===== config.mk =====
export PLATFORM = sky130hd
export DESIGN_NAME = three_pole_three_zero_compensator_top
export DESIGN_NICKNAME = d
export VERILOG_FILES = /design/src/rtl/core/tppz_pkg.sv /design/src/rtl/core/tppz_mul.sv /design/src/rtl/core/three_pole_three_zero_compensator_top.sv
export SDC_FILE = /design/constraint.sdc
export NUM_CORES = 2
export LEC_CHECK = 0
export ABC_AREA = 1
export BUFFER_PORTS_ARGS = -buffer_cell sky130_fd_sc_hd__buf_4
export CAP_MARGIN = 40
export CORE_UTILIZATION = 65
export CTS_BUF_LIST = sky130_fd_sc_hd__clkbuf_4 sky130_fd_sc_hd__clkbuf_8 sky130_fd_sc_hd__clkbuf_16
export DETAILED_ROUTE_END_ITERATION = 16
export PLACE_DENSITY_LB_ADDON = 0.08
export RECOVER_POWER = 25
export SYNTH_ARGS = -nofsm -noshare
export SYNTH_HDL_FRONTEND = slang
export SYNTH_SLANG_ARGS = --single-unit

===== constraint.sdc =====
create_clock -name i_clk -period 11.5 [get_ports i_clk]
set_clock_uncertainty 0.1 [all_clocks]
set_input_delay 2.3 -clock i_clk [delete_from_list [all_inputs] [get_ports i_clk]]
set_output_delay 2.3 -clock i_clk [all_outputs]
set_load 0.01 [all_outputs]

===== src/rtl/core/tppz_pkg.sv =====
// ----------------------------------------------------------------------------
// tppz_pkg - shared types and constants of the 3p3z compensator
// Holds the operand widths of the shared multiplier, configuration register
// indexes, limit flag codes and the constants of the pulse scaling.
// ----------------------------------------------------------------------------
package tppz_pkg;

    localparam int MUL_W  = 32;
    localparam int PROD_W = 2 * MUL_W;

    localparam int ERR_W  = 17;
    localparam int Y_W    = 32;
    localparam int CEIL_W = 31;

    localparam int CFG_IDX_W = 3;
    localparam logic [CFG_IDX_W-1:0] CFG_FF_COEF_0    = 3'd0;
    localparam logic [CFG_IDX_W-1:0] CFG_FF_COEF_1    = 3'd1;
    localparam logic [CFG_IDX_W-1:0] CFG_FF_COEF_2    = 3'd2;
    localparam logic [CFG_IDX_W-1:0] CFG_FF_COEF_3    = 3'd3;
    localparam logic [CFG_IDX_W-1:0] CFG_FB_COEF_1    = 3'd4;
    localparam logic [CFG_IDX_W-1:0] CFG_FB_COEF_2    = 3'd5;
    localparam logic [CFG_IDX_W-1:0] CFG_FB_COEF_3    = 3'd6;
    localparam logic [CFG_IDX_W-1:0] CFG_OUTPUT_CEIL  = 3'd7;

    typedef enum logic [1:0] {
        LIMIT_NONE  = 2'd0,
        LIMIT_CEIL  = 2'd1,
        LIMIT_FLOOR = 2'd2
    } t_limit;

    localparam logic [15:0] MIN_PULSE = 16'd100;
    localparam logic [15:0] MAX_PULSE = 16'd65535;

    // Division by three is a multiplication by ceil(2^22 / 3); it is exact for
    // quotients below 2^21, far beyond the saturation point below.
    localparam int          DIV_SHIFT = 22;
    localparam logic [31:0] DIV_RECIP = 32'd1398102;
    localparam int          Q_W       = 18;
    localparam logic [63:0] SAT_Q     = 64'd196608;

    localparam logic signed [31:0] FF0_RST  = -32'sd111405;
    localparam logic signed [31:0] FF1_RST  = 32'sd100518;
    localparam logic signed [31:0] FF2_RST  = 32'sd111379;
    localparam logic signed [31:0] FF3_RST  = -32'sd100544;
    localparam logic signed [31:0] FB1_RST  = 32'sd298772521;
    localparam logic signed [31:0] FB2_RST  = -32'sd10623258;
    localparam logic signed [31:0] FB3_RST  = -32'sd19713807;
    localparam logic [CEIL_W-1:0]  CEIL_RST = 31'd805306368;

endpackage


===== src/rtl/core/tppz_mul.sv =====
// ----------------------------------------------------------------------------
// tppz_mul - shared signed multiplier
// One registered 32 by 32 signed multiplication; the product holds until the
// next enabled cycle.
// ----------------------------------------------------------------------------
module tppz_mul (
    input  logic                                i_clk,
    input  logic                                i_en,
    input  logic signed [tppz_pkg::MUL_W-1:0]   i_a,
    input  logic signed [tppz_pkg::MUL_W-1:0]   i_b,
    output logic signed [tppz_pkg::PROD_W-1:0]  o_p
);
    import tppz_pkg::*;

    logic signed [PROD_W-1:0] r_p;

    always_ff @(posedge i_clk) begin
        if (i_en) begin
            r_p <= i_a * i_b;
        end
    end

    assign o_p = r_p;

endmodule


===== src/rtl/core/three_pole_three_zero_compensator_top.sv =====
// ----------------------------------------------------------------------------
// three_pole_three_zero_compensator_top - 3-pole 3-zero voltage loop filter
// Forms the error of each sample, runs the type 3 IIR in Q fixed point on one
// shared multiplier, clamps the result and scales it into a pulse width.
// ----------------------------------------------------------------------------
//
//  Channel   Direction  Signals                         Contents
//  s         in         i_s_tvalid/o_s_tready/i_s_tdata measured, reference
//  m         out        o_m_tvalid/i_m_tready/o_m_tdata pulse_width, half_pulse,
//                                                       limit_hit
//  cfg       in         i_cfg_we/i_cfg_addr/i_cfg_wdata coefficient and ceiling
//
// An item passes from its input transaction to the output register through
// the seven products, each a multiply and an accumulate state on the shared
// multiplier and accumulator, then clamp, scale multiply, divide-by-three
// multiply and pulse limiting. The block takes one item at a time, and the next
// input transaction can follow in the cycle after the result is loaded.
// A result waiting on the output side does not hold off the next input
// transaction; only a second finished result waits for the output register.
// Reset (synchronous, active low) restores the default coefficients and ceiling
// and clears the error and output histories.
// ----------------------------------------------------------------------------
module three_pole_three_zero_compensator_top #(
    parameter int PWM_PERIOD_COUNTS = 27472,
    parameter int COEF_FRAC_BITS    = 28
) (
    input  logic                               i_clk,
    input  logic                               i_rst_n,
    // Input stream, tdata from bit 0: measured[15:0], reference[31:16].
    input  logic                               i_s_tvalid,
    output logic                               o_s_tready,
    input  logic [31:0]                        i_s_tdata,
    // Output stream, tdata from bit 0: pulse_width[15:0], half_pulse[30:16],
    // limit_hit[32:31], zero fill [39:33].
    output logic                               o_m_tvalid,
    input  logic                               i_m_tready,
    output logic [39:0]                        o_m_tdata,
    // Configuration write port.
    input  logic                               i_cfg_we,
    input  logic [tppz_pkg::CFG_IDX_W-1:0]     i_cfg_addr,
    input  logic [31:0]                        i_cfg_wdata
);
    import tppz_pkg::*;

    // 0.3 and 0.05 in the coefficient format, rounded to nearest.
    localparam logic signed [63:0] TENTHS3 =
        64'((64'sd3 <<< COEF_FRAC_BITS) + 64'sd5) / 64'sd10;
    localparam logic signed [63:0] HUNDREDTHS5 =
        64'((64'sd1 <<< COEF_FRAC_BITS) + 64'sd10) / 64'sd20;
    localparam logic signed [MUL_W-1:0] PERIOD_OP = MUL_W'(PWM_PERIOD_COUNTS);
    localparam logic [2:0] LAST_TERM = 3'd6;
    localparam logic [2:0] FIRST_FB  = 3'd4;

    typedef enum logic [2:0] {
        S_IDLE,
        S_MAC_MUL,
        S_MAC_ACC,
        S_CLAMP,
        S_SCALE,
        S_QUOT,
        S_PULSE
    } t_state;

    t_state r_state;

    // Configuration registers.
    logic signed [31:0]       r_ff_coef [4];
    logic signed [31:0]       r_fb_coef [3];
    logic [CEIL_W-1:0]        r_ceil;

    // Filter state.
    logic signed [ERR_W-1:0]  r_err;
    logic signed [ERR_W-1:0]  r_err_hist [3];
    logic signed [Y_W-1:0]    r_y_hist [3];

    // Datapath.
    logic [2:0]               r_k;
    logic signed [63:0]       r_acc;
    logic                     r_ypos;
    logic                     r_sat;
    t_limit                   r_limit;

    // Output register.
    logic                     r_m_valid;
    logic [15:0]              r_pulse;
    logic [14:0]              r_half;
    t_limit                   r_m_limit;

    logic                     w_mul_en;
    logic signed [MUL_W-1:0]  w_mul_a;
    logic signed [MUL_W-1:0]  w_mul_b;
    logic signed [PROD_W-1:0] w_prod;
    logic signed [63:0]       w_term;
    logic signed [63:0]       w_ceil;
    logic signed [Y_W-1:0]    w_y;
    t_limit                   w_limit;
    logic signed [63:0]       w_q;
    logic [15:0]              w_quot;
    logic [15:0]              w_pulse;
    logic                     w_out_free;

    tppz_mul u_mul (
        .i_clk (i_clk),
        .i_en  (w_mul_en),
        .i_a   (w_mul_a),
        .i_b   (w_mul_b),
        .o_p   (w_prod)
    );

    assign o_s_tready = (r_state == S_IDLE);
    assign w_out_free = !r_m_valid || i_m_tready;

    // Quotient of the scaled pulse by 2^F, the input of the divide by three.
    assign w_q = w_prod >>> COEF_FRAC_BITS;

    // Operand selection for the shared multiplier.
    always_comb begin
        w_mul_en = 1'b0;
        w_mul_a  = '0;
        w_mul_b  = '0;
        unique case (r_state)
            S_MAC_MUL: begin
                w_mul_en = 1'b1;
                case (r_k)
                    3'd0: begin
                        w_mul_a = MUL_W'(r_err);
                        w_mul_b = r_ff_coef[0];
                    end
                    3'd1: begin
                        w_mul_a = MUL_W'(r_err_hist[0]);
                        w_mul_b = r_ff_coef[1];
                    end
                    3'd2: begin
                        w_mul_a = MUL_W'(r_err_hist[1]);
                        w_mul_b = r_ff_coef[2];
                    end
                    3'd3: begin
                        w_mul_a = MUL_W'(r_err_hist[2]);
                        w_mul_b = r_ff_coef[3];
                    end
                    3'd4: begin
                        w_mul_a = r_y_hist[0];
                        w_mul_b = r_fb_coef[0];
                    end
                    3'd5: begin
                        w_mul_a = r_y_hist[1];
                        w_mul_b = r_fb_coef[1];
                    end
                    3'd6: begin
                        w_mul_a = r_y_hist[2];
                        w_mul_b = r_fb_coef[2];
                    end
                    default: begin
                        w_mul_a = '0;
                        w_mul_b = '0;
                    end
                endcase
            end
            S_SCALE: begin
                // The newest history entry is the clamped output just formed.
                w_mul_en = 1'b1;
                w_mul_a  = r_y_hist[0];
                w_mul_b  = PERIOD_OP;
            end
            S_QUOT: begin
                w_mul_en = 1'b1;
                w_mul_a  = $signed({{(MUL_W-Q_W){1'b0}}, w_q[Q_W-1:0]});
                w_mul_b  = $signed(DIV_RECIP);
            end
            default: begin
                w_mul_en = 1'b0;
            end
        endcase
    end

    // Feedback products carry twice the fraction bits and are floored back.
    assign w_term = (r_k >= FIRST_FB) ? (w_prod >>> COEF_FRAC_BITS) : w_prod;

    // Clamp: the ceiling wins over the floor, and its value is kept even if it
    // lies below the floor.
    assign w_ceil = $signed({{(64-CEIL_W){1'b0}}, r_ceil});
    always_comb begin
        priority if (r_acc >= w_ceil) begin
            w_y     = $signed({1'b0, r_ceil}) - Y_W'(TENTHS3);
            w_limit = LIMIT_CEIL;
        end else if (r_acc <= HUNDREDTHS5) begin
            w_y     = Y_W'(HUNDREDTHS5);
            w_limit = LIMIT_FLOOR;
        end else begin
            w_y     = r_acc[Y_W-1:0];
            w_limit = LIMIT_NONE;
        end
    end

    // Pulse limiting after the divide by three.
    assign w_quot = w_prod[DIV_SHIFT +: 16];
    always_comb begin
        priority if (!r_ypos) begin
            w_pulse = MIN_PULSE;
        end else if (r_sat) begin
            w_pulse = MAX_PULSE;
        end else if (w_quot <= MIN_PULSE) begin
            w_pulse = MIN_PULSE;
        end else begin
            w_pulse = w_quot;
        end
    end

    always_ff @(posedge i_clk) begin
        if (!i_rst_n) begin
            r_state       <= S_IDLE;
            r_k           <= '0;
            r_m_valid     <= 1'b0;
            r_ff_coef[0]  <= FF0_RST;
            r_ff_coef[1]  <= FF1_RST;
            r_ff_coef[2]  <= FF2_RST;
            r_ff_coef[3]  <= FF3_RST;
            r_fb_coef[0]  <= FB1_RST;
            r_fb_coef[1]  <= FB2_RST;
            r_fb_coef[2]  <= FB3_RST;
            r_ceil        <= CEIL_RST;
            for (int i = 0; i < 3; i++) begin
                r_err_hist[i] <= '0;
                r_y_hist[i]   <= '0;
            end
        end else begin
            if (i_cfg_we) begin
                unique case (i_cfg_addr)
                    CFG_FF_COEF_0:   r_ff_coef[0] <= $signed(i_cfg_wdata);
                    CFG_FF_COEF_1:   r_ff_coef[1] <= $signed(i_cfg_wdata);
                    CFG_FF_COEF_2:   r_ff_coef[2] <= $signed(i_cfg_wdata);
                    CFG_FF_COEF_3:   r_ff_coef[3] <= $signed(i_cfg_wdata);
                    CFG_FB_COEF_1:   r_fb_coef[0] <= $signed(i_cfg_wdata);
                    CFG_FB_COEF_2:   r_fb_coef[1] <= $signed(i_cfg_wdata);
                    CFG_FB_COEF_3:   r_fb_coef[2] <= $signed(i_cfg_wdata);
                    CFG_OUTPUT_CEIL: r_ceil       <= i_cfg_wdata[CEIL_W-1:0];
                endcase
            end

            // A new result is loaded only when the register is free, so the
            // load decides the flag whenever it coincides with a transaction.
            if (r_state == S_PULSE && w_out_free) begin
                r_m_valid <= 1'b1;
            end else if (o_m_tvalid && i_m_tready) begin
                r_m_valid <= 1'b0;
            end

            unique case (r_state)
                S_IDLE: begin
                    if (i_s_tvalid) begin
                        r_err   <= $signed({1'b0, i_s_tdata[15:0]})
                                 - $signed({1'b0, i_s_tdata[31:16]});
                        r_acc   <= '0;
                        r_k     <= '0;
                        r_state <= S_MAC_MUL;
                    end
                end
                S_MAC_MUL: begin
                    r_state <= S_MAC_ACC;
                end
                S_MAC_ACC: begin
                    r_acc <= r_acc + w_term;
                    if (r_k == LAST_TERM) begin
                        r_state <= S_CLAMP;
                    end else begin
                        r_k     <= r_k + 3'd1;
                        r_state <= S_MAC_MUL;
                    end
                end
                S_CLAMP: begin
                    r_err_hist[2] <= r_err_hist[1];
                    r_err_hist[1] <= r_err_hist[0];
                    r_err_hist[0] <= r_err;
                    r_y_hist[2]   <= r_y_hist[1];
                    r_y_hist[1]   <= r_y_hist[0];
                    r_y_hist[0]   <= w_y;
                    r_ypos        <= (w_y > 0);
                    r_limit       <= w_limit;
                    r_state       <= S_SCALE;
                end
                S_SCALE: begin
                    r_state <= S_QUOT;
                end
                S_QUOT: begin
                    r_sat   <= ($unsigned(w_q) >= SAT_Q);
                    r_state <= S_PULSE;
                end
                S_PULSE: begin
                    if (w_out_free) begin
                        r_pulse   <= w_pulse;
                        r_half    <= w_pulse[15:1];
                        r_m_limit <= r_limit;
                        r_state   <= S_IDLE;
                    end
                end
                default: begin
                    r_state <= S_IDLE;
                end
            endcase
        end
    end

    assign o_m_tvalid = r_m_valid;
    assign o_m_tdata  = {7'd0, r_m_limit, r_half, r_pulse};

`ifndef SYNTHESIS
    // An accepted sample keeps the input side closed on the next cycle.
    a_busy_after_accept: assert property (@(posedge i_clk) disable iff (!i_rst_n)
        (i_s_tvalid && o_s_tready) |=> !o_s_tready)
        else $error("input accepted again straight after a transaction");

    // A delivered pulse never falls below the minimum pulse width.
    a_min_pulse: assert property (@(posedge i_clk) disable iff (!i_rst_n)
        o_m_tvalid |-> (r_pulse >= MIN_PULSE))
        else $error("pulse width below minimum");

    // A new result is loaded only when the previous one has gone.
    a_no_overwrite: assert property (@(posedge i_clk) disable iff (!i_rst_n)
        (o_m_tvalid && !i_m_tready) |=> (o_m_tvalid && $stable(r_pulse)))
        else $error("pending result overwritten");

    // The term counter stays within the seven filter products.
    a_term_range: assert property (@(posedge i_clk) disable iff (!i_rst_n)
        (r_state == S_MAC_ACC) |-> (r_k <= LAST_TERM))
        else $error("filter term counter out of range");

    // A clamp at the ceiling always enters the history as ceiling minus 0.3.
    a_ceil_value: assert property (@(posedge i_clk) disable iff (!i_rst_n)
        (r_state == S_CLAMP && w_limit == LIMIT_CEIL) |=>
        (r_y_hist[0] == $signed({1'b0, r_ceil}) - Y_W'(TENTHS3)))
        else $error("ceiling clamp value wrong");
`endif

endmodule

# ---- Word level (Yosys, flattened, before mapping)
# Memory sizes are Yosys's and may differ from the RTL's.
# Index checks and enable logic that the tools add are counted.
# W data, S select, Z words.
dict set report totals {
  regBits 205
  n_memories 4
  rom_bits 0
  ram_bits 371
  latch_bits 0
  in_bits 72
}
# memory words word_bits read_ports rd_ports_with_merged_regs write_ports line_no
set mem_list {}
lappend mem_list {r_ff_coef 4 32 4 0 4 three_pole_three_zero_compensator_top.sv:67} ;# logic signed [31:0] r_ff_coef [4];
lappend mem_list {r_fb_coef 3 32 3 0 3 three_pole_three_zero_compensator_top.sv:68} ;# logic signed [31:0] r_fb_coef [3];
lappend mem_list {r_y_hist 3 32 3 0 3 three_pole_three_zero_compensator_top.sv:74} ;# logic signed [Y_W-1:0] r_y_hist [3];
lappend mem_list {r_err_hist 3 17 3 0 3 three_pole_three_zero_compensator_top.sv:73} ;# logic signed [ERR_W-1:0] r_err_hist [3];
dict set report classes {
  muxes 67
  eq_ne 22
  n_shift 0
  n_reduce_logical 19
  addsub 4
  div_mod_pow 0
  bitwise_logic 14
  n_mul 1
  magnitude_cmp 6
}
# operator count
set op_table {}
lappend op_table {{$pmux W32 S7} 2}
lappend op_table {{$mux W32} 12}
lappend op_table {{$pmux W32 S3} 2}
lappend op_table {{$pmux W64 S2} 1}
lappend op_table {{$add A64 B64 Y64} 1}
lappend op_table {{$ge A64 B18 Y1 const B} 1}
lappend op_table {{$ge A64 B32 Y1} 1}
lappend op_table {{$le A64 B25 Y1 const B} 1}
lappend op_table {{$mul A32 B32 Y64} 1}
lappend op_table {{$mux W64} 1}
lappend op_table {{$mux W63} 1}
lappend op_table {{$mux W17} 3}
lappend op_table {{$mux W1} 35}
lappend op_table {{$gt A32 B1 Y1 const B} 1}
lappend op_table {{$mux W16} 2}
lappend op_table {{$sub A31 B27 Y32 const B} 1}
lappend op_table {{$eq A3 B3 Y1 const B} 10}
lappend op_table {{$pmux W3 S7} 1}
lappend op_table {{$eq A3 B2 Y1 const B} 6}
lappend op_table {{$sub A16 B16 Y17} 1}
lappend op_table {{$le A16 B7 Y1 const B} 1}
lappend op_table {{$or A1 B1 Y1} 13}
lappend op_table {{$mux W3} 4}
lappend op_table {{$reduce_and A3 Y1} 4}
lappend op_table {{14 further kinds} 27}

# ---- Logic depth before layout (Yosys ltp)
dict set report logic_depth {
  ltp_word 6
  mapped_depth 44
  mapped_depth_nobuf 40
}

# ---- By module
# Synthesis repeated with hierarchy kept, for this count alone.
dict set report hier_totals {
  cells_unflattened 8532
  area_unflattened_um2 70228.6
}
# mod n_inst area_per_inst_um2 seq_area_each_um2 cells_each
set by_module_without_submodules {}
lappend by_module_without_submodules {tppz_mul 1 40512.6 1921.8 5045}
lappend by_module_without_submodules {three_pole_three_zero_compensator_top 1 29716.0 14994.4 3487}

# ---- Worst setup path after synthesis
# No wires, ideal clock.
dict set report synth_timing {
  path_kind {reg-to-reg}
  startpoint {register r_k[2]}
  endpoint {register u_mul.r_p[63] (netlist: u_mul.o_p[63]), data pin}
  path_stages_with_launch 38
  synth_period_minus_slack_ns 8.972
  n_path_buf 6
  required_ns 11.138
  setup_slack_ns 2.528
  arrival_time_ns 8.610
  setup_time_ns 0.262
  path_cell_list {dfxtp_1 -> buf_6 -> inv_4 -> clkbuf_1 -> clkbuf_1 -> ha_1 -> buf_2 -> buf_2 -> nand2_1 -> nand4_1 -> a211oi_1 -> nor2_2 -> inv_1 -> buf_2 -> nor2_1 -> fa_1 -> inv_1 -> fa_1 -> (+2 left out) -> fa_1 -> inv_1 -> fa_1 -> inv_1 -> fa_1 -> inv_1 -> fa_1 -> inv_1 -> fa_1 -> ha_1 -> a21oi_1 -> o21ai_0 -> a21oi_1 -> inv_1 -> a221oi_1 -> o21ai_0 -> a21oi_1 -> xor2_1}
}
dict set report synth_via {
  elab_chain_len 4
}
# item line_no
set synth_lines {}
lappend synth_lines {{start: declaration} three_pole_three_zero_compensator_top.sv:77} ;# logic [2:0] r_k;
lappend synth_lines {{start signal: assignment} three_pole_three_zero_compensator_top.sv:266} ;# r_k <= r_k + 3'd1;
lappend synth_lines {{$eq A3 B3 Y1, or another cell as far along} three_pole_three_zero_compensator_top.sv:124} ;# case (r_k)
lappend synth_lines {{$pmux W32 S7} three_pole_three_zero_compensator_top.sv:124}
lappend synth_lines {{$pmux W32 S3} three_pole_three_zero_compensator_top.sv:121} ;# unique case (r_state)
lappend synth_lines {{$mul A32 B32 Y64 (*)} tppz_mul.sv:19} ;# r_p <= i_a * i_b;
lappend synth_lines {{end signal: assignment} tppz_mul.sv:19}
lappend synth_lines {{end: declaration} tppz_mul.sv:15} ;# logic signed [PROD_W-1:0] r_p;
# Every way passes the cells marked *; elsewhere a longest branch is shown, timed or not.
# A chain may end at the register's enable or synchronous reset.

# ---- Worst setup path after layout
# Ends and elaborated chain as after synthesis.

==> run summary <==
HPWL Detailed: 181 mm
Status: finished with violations
Final-report hold violation count: 0
Total gr overflow: 0
Most frequent cells in the layout: inv_1, nand2_1, fa_1
CORE AREA: 104,000 sq um
Largest net degree at the start of global routing: 71
Setup Crit Path Kind: flip-flop to flip-flop
CTS tree: done
Worst setup path endpoint: u_mul.o_p[63]
H-tree depth: 2
WL/cell: 24.1 um
Power per standard cell area: 123 nW/um^2
Setup WS post-layout: 0.717 ns
IO buf count: 106
Worst Path Required: 11.80 ns
Initial antenna violation count: 7
Worst r2r src: r_k[2]
Reg clk slew, reported paths: 0.07 ns
Hold WC Path Type: flip-flop to flip-flop
Crit path from: r_k[2]
Crit-path leading delay family: adder cells
Leak: 35.9 nW
1st-pass router iterations: 9
Critical path's slowest cell: fa_1
Fill count: 8,328
Layout Nets: 9,463
Synth Warn #: 0
# Max-Cap Violations: 8
Synth area leaders: fa_1, edfxtp_1, inv_1
Setup bufs post-CTS: 0
Hold_buf cts: 0
Die X: 327 um
Slew headroom: -150%
Yosys cell types: 68
Post-synthesis sequential area ratio: 24.7%
Failing checks: capacitance limit, slew limit
Area delta synth->final: 6.37%
First-pass GRT wire length: 343 mm
Final wirelength: 228 mm
Flop2flop setup slack: 0.72 ns
Detail Route Antenna Nets: 0
Reg2reg end: u_mul.o_p[63]
Post-Synthesis Cells: 7,979
Asr flop ratio synth: 0%
Initial DRC Count: 6,835
Clock sink count: 576
Gpl congestion: 1.03
RSZ-0062 raised after global routing: no
Worst Tran Pin Value: 3.74 ns
Routed via count: 56,200
Cts bufs inserted: 55
Setup_tns: 0 ns
Crit start category: flip-flop
Initial Util: 65.9%
Crit path depth: 33
CTS Buffer Depth: 3
Cts repair resizes: 0
Post-synth EDFFs: 538
Number of global-route vias before repair: 56,700
Total die area: 107,000 sq um
Setup Viol. Count Final: 0
Area leader, netlist: fa_1
Crit Path Max Fanout: 55
Reg2Reg Depth: 33
CP max stage delay: 0.89 ns
Yosys reg bits: 576
Cell Rows: 118
Worst vdd ir: 0.000144 V
Skew-Pair Late Insertion Delay: 0.68 ns
Pre-CTS setup slack: 0.935 ns
Commonest non-fill, non-tap cell in the layout: inv_1
Avg Cell Area, Syn: 8.59 sq um
Detailed-route DRC error count: 0
I/O pins: 114
Data arrival time of the worst path: 11.08 ns
Die H: 327 um
Final Max Tran Viols: 334
Final worst path period need: 10.78 ns
Root Driver: clkbuf_16
Crit share post-route: 93.8%
Vias/cell: 5.96
Cell Area, Synth: 68,600 sq um
Crit path buf inv count: 11
Synth top area share: 31.7%
Gr usage total: 43.4%
Primary FF master, synth: edfxtp_1
Share of cells above drive strength 1: 5.79%
Crit. End Element: flip-flop
Fmax: 92.7 MHz
## registers in the layout, indices dropped and copies added, names as in the netlist, 2 cells and up
register / flops
r_pulse: 16
r_ff_coef: 128
r_err_hist: 51
r_state: 3
r_ceil: 31
r_err: 17
r_limit: 2
r_m_limit: 2
r_acc: 64
u_mul.o_p: 64
r_fb_coef: 96
r_y_hist: 96
r_k: 3
## power breakdown
| part | switching (mW) | internal (mW) |
|---|---|---|
| logic | 3.04 | 1.34 |
| registers | 0.107 | 2.55 |
| clock network | 0.899 | 1.01 |
| total | 4.05 | 4.90 |
## through the flow
| step | hold WS [ns] | utilization [%] | cells | power [mW] | cell area (sq um) |
|---|---|---|---|---|---|
| after floorplan | 0.300 | - | 7985 | 5.35 | 68600 |
| after global placement | 0.305 | 68.0 | 9313 | 6.85 | 70800 |
| after detailed placement | 0.306 | 68.3 | 9330 | 6.93 | 71100 |
| after CTS | 0.321 | 70.1 | 9434 | 8.82 | 73000 |
| after global routing | 0.323 | 70.0 | 9434 | 9.36 | 72900 |
| final | 0.323 | 70.1 | 9438 | 8.95 | 72900 |
## worst min-delay path by stage
stage | from | endpoint | slack, ns | cells past startpoint
4_1_cts | r_limit[0] | r_m_limit[0] | 0.32 | 0
5_1_grt | r_limit[1] | r_m_limit[1] | 0.32 | 0
2_1_floorplan | r_limit[0] | r_m_limit[0] | 0.30 | 0
3_5_place_dp | r_limit[0] | r_m_limit[0] | 0.31 | 0
3_3_place_gp | r_limit[0] | r_m_limit[0] | 0.30 | 0
6_report | r_limit[0] | r_m_limit[0] | 0.32 | 0
## area by class of cell
cell class              instances  area (sq um)  share of cell area (%)
multi-input cells            5176         43000                    59.0
flip-flops and latches        576         16900                    23.2
inverters                    1938          7280                    9.99
repair buffers                260          2090                    2.86
well taps                    1380          1730                    2.37
clock buffers                  71          1530                    2.10
clock inverters                33           325                   0.446
diodes                          4          10.0                  0.0137
## layer usage
metal | GRT usage [%] | vias up | share of wire, %
met1 | 56.8 | 27400 | 36
met5 | 0 | - | 0.025
li1 | - | 24300 | -
met2 | 65.9 | 3764 | 44
met4 | 22.7 | 10 | 6.5
met3 | 12.7 | 760 | 14
## cells in the mapped netlist (all sizes together) (8+ instances only)
| library cell | instances |
|---|---|
| clkbuf | 89 |
| a221oi | 39 |
| a21oi | 363 |
| nor4 | 9 |
| clkinv | 17 |
| nor2 | 881 |
| nand3 | 95 |
| a31oi | 30 |
| o21a | 27 |
| edfxtp | 538 |
| o211ai | 17 |
| a21boi | 11 |
| o31ai | 9 |
| nor3 | 35 |
| inv | 1921 |
| a211oi | 8 |
| o21ai | 320 |
| nand4 | 71 |
| ha | 300 |
| xor2 | 81 |
| nand2 | 1599 |
| xnor2 | 34 |
| a22o | 28 |
| o22ai | 49 |
| fa | 1084 |
| dfxtp | 38 |
| a21o | 16 |
| buf | 206 |
| o21bai | 17 |
## kinds of logic after synthesis
family | share of synthesized area [%]
AOI/OAI and AO/OA | 8.43
and+or+nand+nor | 15.5
xor gates and xnor gates | 1.47
DFF | 24.7
other | 0.00547
buffers and inverters | 12.8
adders and majority gates | 37.1
(Power assumes the default switching activity.)
